<file path="src/sv/krt_ram.sv">
// ----------------------------------------------------------------------------
// krt_ram
// generic single write, single read ram with registered read data
// ----------------------------------------------------------------------------
`default_nettype none

module krt_ram #(
    parameter int WIDTH = 8,
    parameter int DEPTH = 16
) (
    input  wire logic                                         i_clk,
    input  wire logic                                         i_we,
    input  wire logic [((DEPTH > 1) ? $clog2(DEPTH) : 1)-1:0] i_waddr,
    input  wire logic [WIDTH-1:0]                             i_wdata,
    input  wire logic                                         i_re,
    input  wire logic [((DEPTH > 1) ? $clog2(DEPTH) : 1)-1:0] i_raddr,
    output logic      [WIDTH-1:0]                             o_rdata
);

    logic [WIDTH-1:0] r_mem [DEPTH];
    logic [WIDTH-1:0] r_rdata;

    always_ff @(posedge i_clk) begin
        if (i_we) begin
            r_mem[i_waddr] <= i_wdata;
        end
        if (i_re) begin
            r_rdata <= r_mem[i_raddr];
        end
    end

    assign o_rdata = r_rdata;

endmodule

`default_nettype wire

</file>
<file path="config.mk">
export PLATFORM = sky130hd
export DESIGN_NAME = krt_ram
export DESIGN_NICKNAME = d
export VERILOG_FILES = /design/src/sv/krt_ram.sv
export SDC_FILE = /design/constraint.sdc
export NUM_CORES = 1
export LEC_CHECK = 0
export BUFFER_PORTS_ARGS = -buffer_cell sky130_fd_sc_hd__clkbuf_2
export CAP_MARGIN = 10
export CORE_MARGIN = 3
export CORE_UTILIZATION = 60
export DETAILED_ROUTE_END_ITERATION = 12
export GPL_TIMING_DRIVEN = 1
export PLACE_DENSITY_LB_ADDON = 0.25
export SKIP_CTS_REPAIR_TIMING = 1
export SYNTH_ARGS = -nofsm -noshare
export SYNTH_HDL_FRONTEND = slang
export SYNTH_SLANG_ARGS = --single-unit
</file>
<file path="constraint.sdc">
create_clock -name i_clk -period 1.7 [get_ports i_clk]
set_input_delay 0 -clock i_clk [delete_from_list [all_inputs] [get_ports i_clk]]
set_output_delay 0 -clock i_clk [all_outputs]
set_load 0.01 [all_outputs]
</file>
Yosys cells after proc, flatten, opt, wreduce, memory -nomap -nowiden. Memories as Yosys holds them, arrays and structs flattened. A register that Yosys moved wholly into a read port is not among the register bits. Cells that the tools add are included. W data, S select, Z words.

Flip-flop bits (word level): 0. Memory bits (writable): 128. Input bits: 19. Output and inout bits: 8. Memories: 1.

Mux-type cells: 2.

Memory list: r_mem (words 16, width 8, rd ports 1, clocked after Yosys merged registers in 1, write ports 1, RTL line 20) `logic [WIDTH-1:0] r_mem [DEPTH];`.

Operators with widths (count): $mux W1 (2).

Logic depth before layout (Yosys ltp).
Depth after elaboration: 2. Gate-level depth with buffers: 5. Mapped depth without buffers: 3.

Worst setup path before layout. No wires, ideal clock.

Kind: input-to-reg. Start point: input port i_waddr[2] in the netlist's numbering. End point: memory r_mem[0][0] (enable). Data arrival time: 1.110 ns. Required time: 1.317 ns. Setup slack: 0.207 ns. Stages on the path: 2. Cells stage by stage: or3b_2 > nor3_1.

RTL lines: start, declared (RTL line 13) `input wire logic [((DEPTH > 1) ? $clog2(DEPTH) : 1)-1:0] i_waddr,`; end, declared (RTL line 20).

Straight into the memory's write port.

==> results.txt <==
The detail-routed net length per standard cell was 25.0 µm; the number of buffers created by CTS was 17. The post-synthesis cell type count is 18. The most common cell in the netlist is sky130_fd_sc_hd__edfxtp_1. The share of synthesized cell area in and, or, nand and nor gates works out to 0.0314. Based on the critical path, the design can be clocked at up to 0.634 GHz. Counting both buffers and inverters, the worst setup path holds a total of 0. The post-layout net count was 315. VDD sags by at most 0.000897 V. For the number of antenna cells inserted, the log shows 0.

The most area-hungry cell type in the Yosys netlist was sky130_fd_sc_hd__edfxtp_1. The largest individual stage delay along the critical path comes from the cell sky130_fd_sc_hd__mux4_1. Cell at the root of the clock tree: sky130_fd_sc_hd__clkbuf_8. CTS built an H-tree with a depth of 4. In the post-synthesis netlist, the biggest area contributors are sky130_fd_sc_hd__edfxtp_1, sky130_fd_sc_hd__mux4_2, sky130_fd_sc_hd__mux4_1, sky130_fd_sc_hd__a22oi_1, sky130_fd_sc_hd__nor2_1.

The tools report the type of element launching the critical path as a flip-flop. The final RePlAce weighted congestion came out at 0.784. In this run the most critical hold path is launched from i_waddr[1]. The async set or reset register ratio after synthesis works out to 0. During placement, the flow inserted port buffers numbering 26. The fraction of layout cells with a size suffix above 1 came out at 0.311.

After legalization and detailed placement, the total HPWL measured 5.90 mm. The gate count after technology mapping is 229. The tools report the worst-case register-to-register setup slack as 0.12 ns. In this run the most used layer during global routing was met2.

In the synthesized netlist, the cells that appear most often are sky130_fd_sc_hd__edfxtp_1, sky130_fd_sc_hd__mux4_2, sky130_fd_sc_hd__a22oi_1, sky130_fd_sc_hd__mux4_1, sky130_fd_sc_hd__nor2_1. Summing all multi-input logic gate instances after layout gives 1060 µm². In this run the power density over the cells is 1260 nW/µm². The run gives 0.315 as the met1 capacity usage during global routing. The number of antenna-violating nets in the routed design was 0. The transition time at the pin with the least slew margin works out to 0.397 ns. The smallest clock period supported by the final layout is computed as 1.58 ns. In this run, synthesis inferred 136 flip-flops with an integrated enable. The overall fraction of global-route tracks in use was 0.229; the count of standard-cell rows was 33. STA puts the critical path data arrival time at 1.83 ns.

In this run the vertical extent of the chip is 99.3 µm. The average instance area after synthesis was 22.8 µm²; the width of the chip was 99.3 µm. For the starting density of the core, the log shows 0.627.

The worst hold path terminates at r_mem[0][4]. Counting flops and latches in the post-synthesis netlist gives 136. The number of nets handed over by synthesis was 248.

The adder and majority cell fraction of the synthesized area works out to 0. The xor/xnor share of the synthesized area is 0, and the number of gates on the worst path with buffers counted is 3. The run finished with clean final reports.

For this block, the routed nets add up to 10.3 mm of wire. The run gives 0.0666 as the met3 usage in global routing. The gate family responsible for the most delay along the worst path is multiplexers. The clock reaches the later pin of the worst-skew pair after 0.51 ns. Relative to the synthesized area, the layout overhead comes to 21.0%. The tools report the number of vias in the routed layout as 2557. Total I/O pin count: 27. The buffer levels on the longest clock path is 2. The run gives 0 as the count of final max-slew check failures.

Setup repair after global routing left no endpoint under its margin. For the worst flop-to-flop path, the logic depth is 3. The worst setup path is captured at a flip-flop. The run gives 442 as the number of fill cells in the layout. The kind of path behind the tightest hold check is in2reg. The logs give 1.95 ns for the critical path required time and 0.00218 µW for the standby leakage power. The logs give 0.356 for the met2 track demand over resource and 0 for the final number of setup-violating endpoints. On the final layout, the worst clock skew is 0.00749 ns. In the synthesized netlist the dominant register cell turns out to be sky130_fd_sc_hd__edfxtp_1. Registers take 4080 µm².

The die covers 9870 µm². Remaining design rule violation count: 0. For the final routed database, the setup TNS stands at 0 ns. The run gives 5230 µm² as the combined area of all synthesized cells. The start-to-end type of the worst setup path was reg2reg. The fraction of the mapped netlist area in compound gates came out at 0.0230.

The share of the clock period used by the worst path after layout was 0.927; the detailed router's first-iteration violation count was 176. The iteration count of the initial detailed-routing pass was 4; the total global routing overflow was 0. Traced cell by cell, the critical path runs through mux4_1 -> a22oi_1 -> nand2_1. The tool flagged a number of max-cap violations equal to 0.

The share of the synthesized area in the top cell type works out to 0.781. For this run, the slowest stage of the critical path takes 0.53 ns. The run gives 8340 µm² as the standard cell core area. TritonCTS built the clock tree.

The initial antenna violation count was 0. The clock sink total is 136, and the multiplexer share of the synthesized area is 0.148. Startpoint of the lowest-slack register-to-register path: r_mem[0][5]. The sequential element share of the synthesized area was 0.781; the detail-routed via count per cell was 6.18. Yosys printed 0 warnings. The total count of hold-check failures in the final report was 0. After clock tree synthesis, the clock-pin slew on the worst setup and hold paths is 0.06 ns. The headroom to the max-slew limit is 0.735. By area, the combinational part of the netlist is dominated by multiplexers. The worst hold-check slack is 0.0604 ns, and the wire length of the first global-routing pass is 15.8 mm. Entering global routing, the biggest net connects 20 pins.

The endpoint identified for the worst register-to-register timing path is o_rdata[5]. The biggest fanout along the worst timing path was 1; the via count of the first global-routing pass was 2697. The worst hold path passes through 3 cells.
==> how the worst max path moves through the flow <==
stage	startpoint	endpoint	slack [ns]
floorplan	i_waddr[2]	r_mem[0][0]	0.21
global placement	i_raddr[0]	o_rdata[3]	0.12
detailed placement	i_raddr[0]	o_rdata[3]	0.09
CTS	r_mem[1][5]	o_rdata[5]	0.11
global route	r_mem[1][5]	o_rdata[5]	0.09
finish	r_mem[0][5]	o_rdata[5]	0.12
==> placed cells by master, fill, tap and decap left out, types with 4 or more instances in the layout <==
master / netlist / routed
sky130_fd_sc_hd__clkbuf_16: 0 / 16
sky130_fd_sc_hd__nor3_1: 4 / 4
sky130_fd_sc_hd__mux4_1: 14 / 14
sky130_fd_sc_hd__bufinv_16: 0 / 5
sky130_fd_sc_hd__a22oi_1: 16 / 16
sky130_fd_sc_hd__nand2_1: 9 / 9
sky130_fd_sc_hd__edfxtp_1: 136 / 136
sky130_fd_sc_hd__nor2_1: 13 / 13
sky130_fd_sc_hd__mux4_2: 18 / 18
sky130_fd_sc_hd__buf_4: 1 / 20
sky130_fd_sc_hd__dlygate4sd3_1: 0 / 9
sky130_fd_sc_hd__clkbuf_2: 0 / 26
==> per-layer routing <==
layer,vias up,wire length (µm)
met3,14,700
met4,0,227
met1,1324,4130
met5,-,0
met2,103,5290
li1,1116,-
==> worst min-delay path, cell delays in order <==
cell,delay [ns]
sky130_fd_sc_hd__clkbuf_2,0.14
sky130_fd_sc_hd__nor3_1,0.07
sky130_fd_sc_hd__buf_4,0.17
==> through the flow <==
step	instance area, µm²	setup WS, ns	cells	util	total power [µW]
finish	6320	0.123	414	0.758	7980
floorplan	5230	0.207	229	-	4060
CTS	6230	0.106	405	0.748	8010
detailed placement	5610	0.0930	373	0.673	4220
global route	6320	0.0938	414	0.758	8190
global placement	5610	0.120	373	0.673	4210
==> power by group <==
part           switching [µW]  internal, µW
registers                22.9          3780
logic                     206           170
clock network            1280          2510
total                    1510          6460
==> state kept, by name, summed over array words and instances, names as in the netlist <==
name     cells
r_mem      128
o_rdata      8
==> final cells by class <==
cell class | instances | area share
Multi-Input combinational cell | 83 | 0.167
Clock buffer | 18 | 0.0661
Sequential cell | 136 | 0.646
Tap cell | 105 | 0.0208
Clock inverter | 14 | 0.0322
Timing Repair Buffer | 58 | 0.0681
==> cell families (layout without fill, tap and decap cells) <==
family                 count (synthesis)  count (layout)
flip-flops                           136             136
AND/OR/NAND/NOR                       35              35
multiplexers                          32              32
AO/OA/AOI/OAI                         16              16
buffers and inverters                 10              90
(Power assumes the default switching activity.)
