==> src/sv/krt_pkg.sv <==
// ----------------------------------------------------------------------------
// krt_pkg
// types, sizes and codes shared by the keyed record table
// ----------------------------------------------------------------------------
`default_nettype none

package krt_pkg;

    localparam int TABLE_DEPTH = 16;
    localparam int ADDR_W      = (TABLE_DEPTH > 1) ? $clog2(TABLE_DEPTH) : 1;
    localparam int CNT_W       = $clog2(TABLE_DEPTH + 1);
    localparam int DESC_W      = 160;

    typedef enum logic [1:0] {
        ACT_INSERT = 2'd0,
        ACT_LIST   = 2'd1,
        ACT_SORT   = 2'd2,
        ACT_DELETE = 2'd3
    } t_action;

    typedef enum logic [3:0] {
        ST_INSERTED  = 4'd0,
        ST_DUPLICATE = 4'd1,
        ST_FULL      = 4'd2,
        ST_DELETED   = 4'd3,
        ST_NOT_FOUND = 4'd4,
        ST_EMPTY     = 4'd5,
        ST_SORTED    = 4'd6,
        ST_LISTED    = 4'd7,
        ST_IGNORED   = 4'd8
    } t_status;

    typedef enum logic [3:0] {
        S_IDLE,
        S_SRCH_RD,
        S_SRCH_CHK,
        S_DEL_RD,
        S_DEL_WR,
        S_LIST_RD,
        S_LIST_OUT,
        S_SRT_RDI,
        S_SRT_LDI,
        S_SRT_RDJ,
        S_SRT_CMP,
        S_SRT_WRI,
        S_EMIT
    } t_state;

    typedef struct packed {
        logic [1:0]         action;
        logic [30:0]        code;
        logic signed [31:0] stock;
        logic [30:0]        price_cents;
        logic [4:0]         day;
        logic [3:0]         month;
        logic [13:0]        year;
        logic [63:0]        desc_first;
        logic [63:0]        desc_middle;
        logic [31:0]        desc_tail;
    } t_cmd;

    typedef struct packed {
        logic [3:0]         status;
        logic [4:0]         entry_count;
        logic               last;
        logic [30:0]        rec_code;
        logic signed [31:0] rec_stock;
        logic [30:0]        rec_price_cents;
        logic [4:0]         rec_day;
        logic [3:0]         rec_month;
        logic [13:0]        rec_year;
        logic [63:0]        rec_desc_first;
        logic [63:0]        rec_desc_middle;
        logic [31:0]        rec_desc_tail;
    } t_res;

    typedef struct packed {
        logic [30:0]        code;
        logic signed [31:0] stock;
        logic [30:0]        price_cents;
        logic [4:0]         day;
        logic [3:0]         month;
        logic [13:0]        year;
        logic [63:0]        desc_first;
        logic [63:0]        desc_middle;
        logic [31:0]        desc_tail;
    } t_rec;

    localparam int REC_W = $bits(t_rec);

endpackage

`default_nettype wire

==> src/sv/krt_desc_cmp.sv <==
// ----------------------------------------------------------------------------
// krt_desc_cmp
// case-insensitive description compare, stopping at the first nul
// ----------------------------------------------------------------------------
`default_nettype none

module krt_desc_cmp (
    input  wire logic [krt_pkg::DESC_W-1:0] i_a_desc,
    input  wire logic [krt_pkg::DESC_W-1:0] i_b_desc,
    output logic                            o_greater
);
    import krt_pkg::*;

    localparam int NBYTES = DESC_W / 8;

    logic [DESC_W-1:0] key_a;
    logic [DESC_W-1:0] key_b;

    function automatic logic [7:0] fold(input logic [7:0] b);
        logic [7:0] r;
        r = b;
        if (b inside {[8'h41:8'h5A]}) begin
            r = b + 8'h20;
        end
        return r;
    endfunction

    // fold to lower case and clear every byte after the first nul
    always_comb begin
        logic       nul_a;
        logic       nul_b;
        logic [7:0] fa;
        logic [7:0] fb;
        nul_a = 1'b0;
        nul_b = 1'b0;
        key_a = '0;
        key_b = '0;
        for (int k = 0; k < NBYTES; k++) begin
            fa = fold(i_a_desc[DESC_W-1-8*k -: 8]);
            fb = fold(i_b_desc[DESC_W-1-8*k -: 8]);
            key_a[DESC_W-1-8*k -: 8] = nul_a ? 8'h00 : fa;
            key_b[DESC_W-1-8*k -: 8] = nul_b ? 8'h00 : fb;
            if (fa == 8'h00) begin
                nul_a = 1'b1;
            end
            if (fb == 8'h00) begin
                nul_b = 1'b1;
            end
        end
    end

    assign o_greater = key_a > key_b;

endmodule

`default_nettype wire

==> config.mk <==
export PLATFORM = sky130hd
export DESIGN_NAME = krt_desc_cmp
export DESIGN_NICKNAME = d
export VERILOG_FILES = /design/src/sv/krt_pkg.sv /design/src/sv/krt_desc_cmp.sv
export SDC_FILE = /design/constraint.sdc
export NUM_CORES = 1
export LEC_CHECK = 0
export CAP_MARGIN = 25
export CELL_PAD_IN_SITES_DETAIL_PLACEMENT = 1
export CELL_PAD_IN_SITES_GLOBAL_PLACEMENT = 1
export CORE_AREA = 2 2 176 126
export DETAILED_ROUTE_END_ITERATION = 8
export DIE_AREA = 0 0 178 128
export DONT_BUFFER_PORTS = 1
export GPL_ROUTABILITY_DRIVEN = 0
export PLACE_DENSITY_LB_ADDON = 0.1
export SYNTH_ARGS = -nofsm -noshare
export SYNTH_HDL_FRONTEND = slang
export SYNTH_SLANG_ARGS = --single-unit
==> constraint.sdc <==
create_clock -name vclk -period 5.3
set_clock_uncertainty 0.2 [all_clocks]
set_input_delay 1.06 -clock vclk [all_inputs]
set_output_delay 1.06 -clock vclk [all_outputs]
set_load 0.03 [all_outputs]
Word-level counts from Yosys, hierarchy flattened:

Cells that the tools add are included.

* register bits after elaboration: 0
* bits of input ports: 320
* output and inout bits: 1
* logic and storage cells: 315

* $add $sub $neg: 40
* magnitude comparators: 81
* mux-type cells: 116
* reduce and logical (&&, ||, !) cells: 78

Operators with widths (count)
* two-way mux 8 bit: 78
* adder 8 x 6 -> 8 bit (second input constant): 40
* greater-or-equal comparator 8 x 7 -> 1 bit (second input constant): 40
* <= comparator 8 x 7 -> 1 bit (second input constant): 40
* logical NOT 8 bit: 38
* greater-than comparator 160 bit: 1
* logical AND 1 bit: 40
* two-way mux 1 bit: 38

Depth between registers and ports, before layout:

* depth in word-level cells: 25
* gate-level depth with buffers: 17
* mapped depth without buffers: 15

Least setup slack after synthesis:

Ideal clock, no wire load.

* kind: input-to-output
* start point: input port i_a_desc[92] (netlist name)
* end point: output port o_greater
* arrival: 4.617 ns
* data required time: 4.040 ns
* slack: -0.577 ns
* stages on the path: 16
* cell sequence: or4_1 -> or3_4 -> and3_1 -> and4_1 -> buf_6 -> nand3_1 -> nor2_1 -> and3_1 -> ha_1 -> and4_1 -> nand2_1 -> or4_1 -> nor3_1 -> nand2_1 -> o21a_1 -> nand3b_1

* word-level cells in the longest chain between the ends: 17

Ends and longest elaborated chain
* from (decl): line krt_desc_cmp.sv:8 `input wire logic [krt_pkg::DESC_W-1:0] i_a_desc,`
* greater-or-equal comparator 8 x 7 -> 1 bit / <= comparator 8 x 7 -> 1 bit (equally long branches): line krt_desc_cmp.sv:22 `if (b inside {[8'h41:8'h5A]}) begin`
* logical AND 1 bit: line krt_desc_cmp.sv:22
* two-way mux 8 bit *: line krt_desc_cmp.sv:22
* logical NOT 8 bit: line krt_desc_cmp.sv:43 `if (fa == 8'h00) begin`
* two-way mux 1 bit (11 in series): line krt_desc_cmp.sv:43
* two-way mux 8 bit: line krt_desc_cmp.sv:41 `key_a[DESC_W-1-8*k -: 8] = nul_a ? 8'h00 : fa;`
* greater-than comparator 160 bit *: line krt_desc_cmp.sv:52 `assign o_greater = key_a > key_b;`
* to (decl): line krt_desc_cmp.sv:10 `output logic o_greater`

Mark *: on every way between the ends. The rest lies on a longest branch, timed or not.

Final worst setup path:

* start point: input port i_a_desc[88] (netlist name)
* end point: output port o_greater

The elaborated chain is that of the path after synthesis.

==> flow_summary.json <==
{
  "die-area_sq_um": 22800,
  "fillCellCount": 2750,
  "cap_violations": 0,
  "power.leakage_nw": 4.74,
  "n_antenna_cell": 0,
  "grt_pass1_vias": 9914,
  "synthDistinctLibCells": 61,
  "wl_per_cell_microns": 19.8,
  "portBuffers": 0,
  "status": "complete, but fails checks",
  "synth.area.top_cells": "ha_1, nand2_1, a21oi_1",
  "crit_arrival_ns": 4.72,
  "crit_path_end_kind": "output pin",
  "cp-start-kind": "primary input",
  "drt_first_iter_violations": 368,
  "placed_cell_area_sq_um": 9500,
  "yosys-top-cells-count": "ha_1, nand2_1, a21oi_1",
  "synthCells": 1232,
  "tightestPinTransition_ns": 0.708,
  "seq_cells": 0,
  "violations": "setup timing",
  "globalRouteTotalUtil_pct": 26.1,
  "wl_microns": 32300,
  "min_period_over_period_pct": 113,
  "synth_top_area_share_pct": 30.1,
  "dr.pass1.iters": 4,
  "die_w_microns": 178,
  "max_freq_mhz": 167,
  "antenna_found_initial": 0,
  "crit_required_ns": 4.04,
  "yosys.area.top_type": "ha_1",
  "core_area_sq_um": 21200,
  "multi_input_area_sq_um": 8750,
  "rsz0062_at_grt": "true",
  "ys_seq_area_share_pct": 0,
  "initial_core_util_pct": 39.2,
  "setup_viol": 1,
  "die_y_microns": 128,
  "syn_nets": 1752,
  "powerDensity_nw_per_um2": 75.3,
  "period_minus_slack_ns": 5.98,
  "syn_area_sq_um": 8310,
  "nNetsFinal": 1868,
  "core.rowCount": 45,
  "final_area_sq_um": 10200,
  "ant_nets": 0,
  "grt-ovfl-total": 0,
  "hold_buffers": 0,
  "synth_area_per_cell_sq_um": 6.75,
  "path_max_fanout": 7,
  "vias_per_cell": 6.05,
  "synth.most_common_cell": "ha_1",
  "ff_latch_area_sq_um": 0,
  "grt_first_pass_wirelength_microns": 49200,
  "hold_class": "in2out",
  "yosysWarnings": 0,
  "area_growth_pct": 23.0,
  "slew_viol_final": 0,
  "drc_errors": 0,
  "slew_headroom_pct": 52.1,
  "critPathKind": "in2out",
  "io-pin-count": 321,
  "worst_ir_drop_vdd_mv": 0.0281,
  "finalHoldViolations": 0,
  "dr_total_vias": 9847,
  "grt_start_max_net_pins": 22,
  "finalSetupTns_ns": -0.681,
  "nClkBuffers": 0,
  "drive_above_1_share_pct": 17.5,
  "dp_hpwl_microns": 28100,
  "setup_ws_ns": -0.681
}
-- layer usage --
layer  routed length [microns]  global-route usage, %
met1                     15500                   36.7
met3                      2460                   5.52
met5                         0                      0
met4                       155                   1.11
met2                     14100                   43.0
-- where the power goes --
group | switching (mW) | internal (mW)
combinational | 0.382 | 0.388
sequential | 0 | 0
clock | 0 | 0
-- final timing paths --
| path | cells past startpoint | start | slack, ns | endpoint |
|---|---|---|---|---|
| worst max-delay path | 17 | i_a_desc[88] | -0.68 | o_greater |
| worst min-delay path | 6 | i_a_desc[159] | 2.70 | o_greater |
-- cells by family after synthesis --
logic type               synth area share [%]
adder cells (fa/ha/maj)                  30.1
AND/OR/NAND/NOR                          44.2
buffers and inverters                    2.09
AO/OA/AOI/OAI                            23.6
-- cells in the final DEF, fill, tap and decap left out, types with 26 or more instances in the layout --
cell type,instances
or4_1,26
nand2_1,180
nor2_1,75
o21a_1,27
nor3_1,35
nand4_1,26
ha_1,186
and2_1,64
o21ai_0,44
a21oi_1,107
and3_1,52
nand2b_1,35
nand3_1,45
a21o_1,36
buf_4,122
-- repair_timing --
item | CTS | global route
buffers inserted | 6 | 12
resized for setup | 23 | 94
endpoints found under the setup margin | 1 | 1
pin swaps | 16 | 56
cloned | 0 | 2
-- stage by stage --
| stage | hold WS (ns) | setup slack (ns) | std cells | util [%] | power, mW |
|---|---|---|---|---|---|
| 2_1_floorplan | 2.56 | -0.466 | 1232 | - | 0.475 |
| 5_1_grt | 2.77 | -0.793 | 1628 | 48.2 | 0.874 |
| 3_5_place_dp | 2.73 | -0.961 | 1609 | 44.8 | 0.690 |
| 3_3_place_gp | 2.73 | -0.950 | 1609 | 44.8 | 0.665 |
| 6_report | 2.70 | -0.681 | 1628 | 48.2 | 0.770 |
| 4_1_cts | 2.72 | -0.794 | 1614 | 45.4 | 0.705 |
-- area by class of cell --
class              count  area share (%)
multi-input cells   1193            85.6
well taps            282            3.45
repair buffers       134            10.3
inverters             19           0.698
-- worst max-delay path, cell delays in order --
cell      delay [ns]
or4_4           0.52
or3_4           0.41
and3_4          0.17
and4_4          0.24
buf_6           0.13
and3_4          0.19
and2_4          0.17
ha_4            0.27
and3_4          0.19
nand3_2         0.07
or4_4           0.55
nor3_4          0.21
buf_4           0.14
a21oi_1         0.05
o21ai_1         0.07
nand3b_1        0.10
buf_6           0.16
No activity file was read; power rests on OpenSTA's default activity.
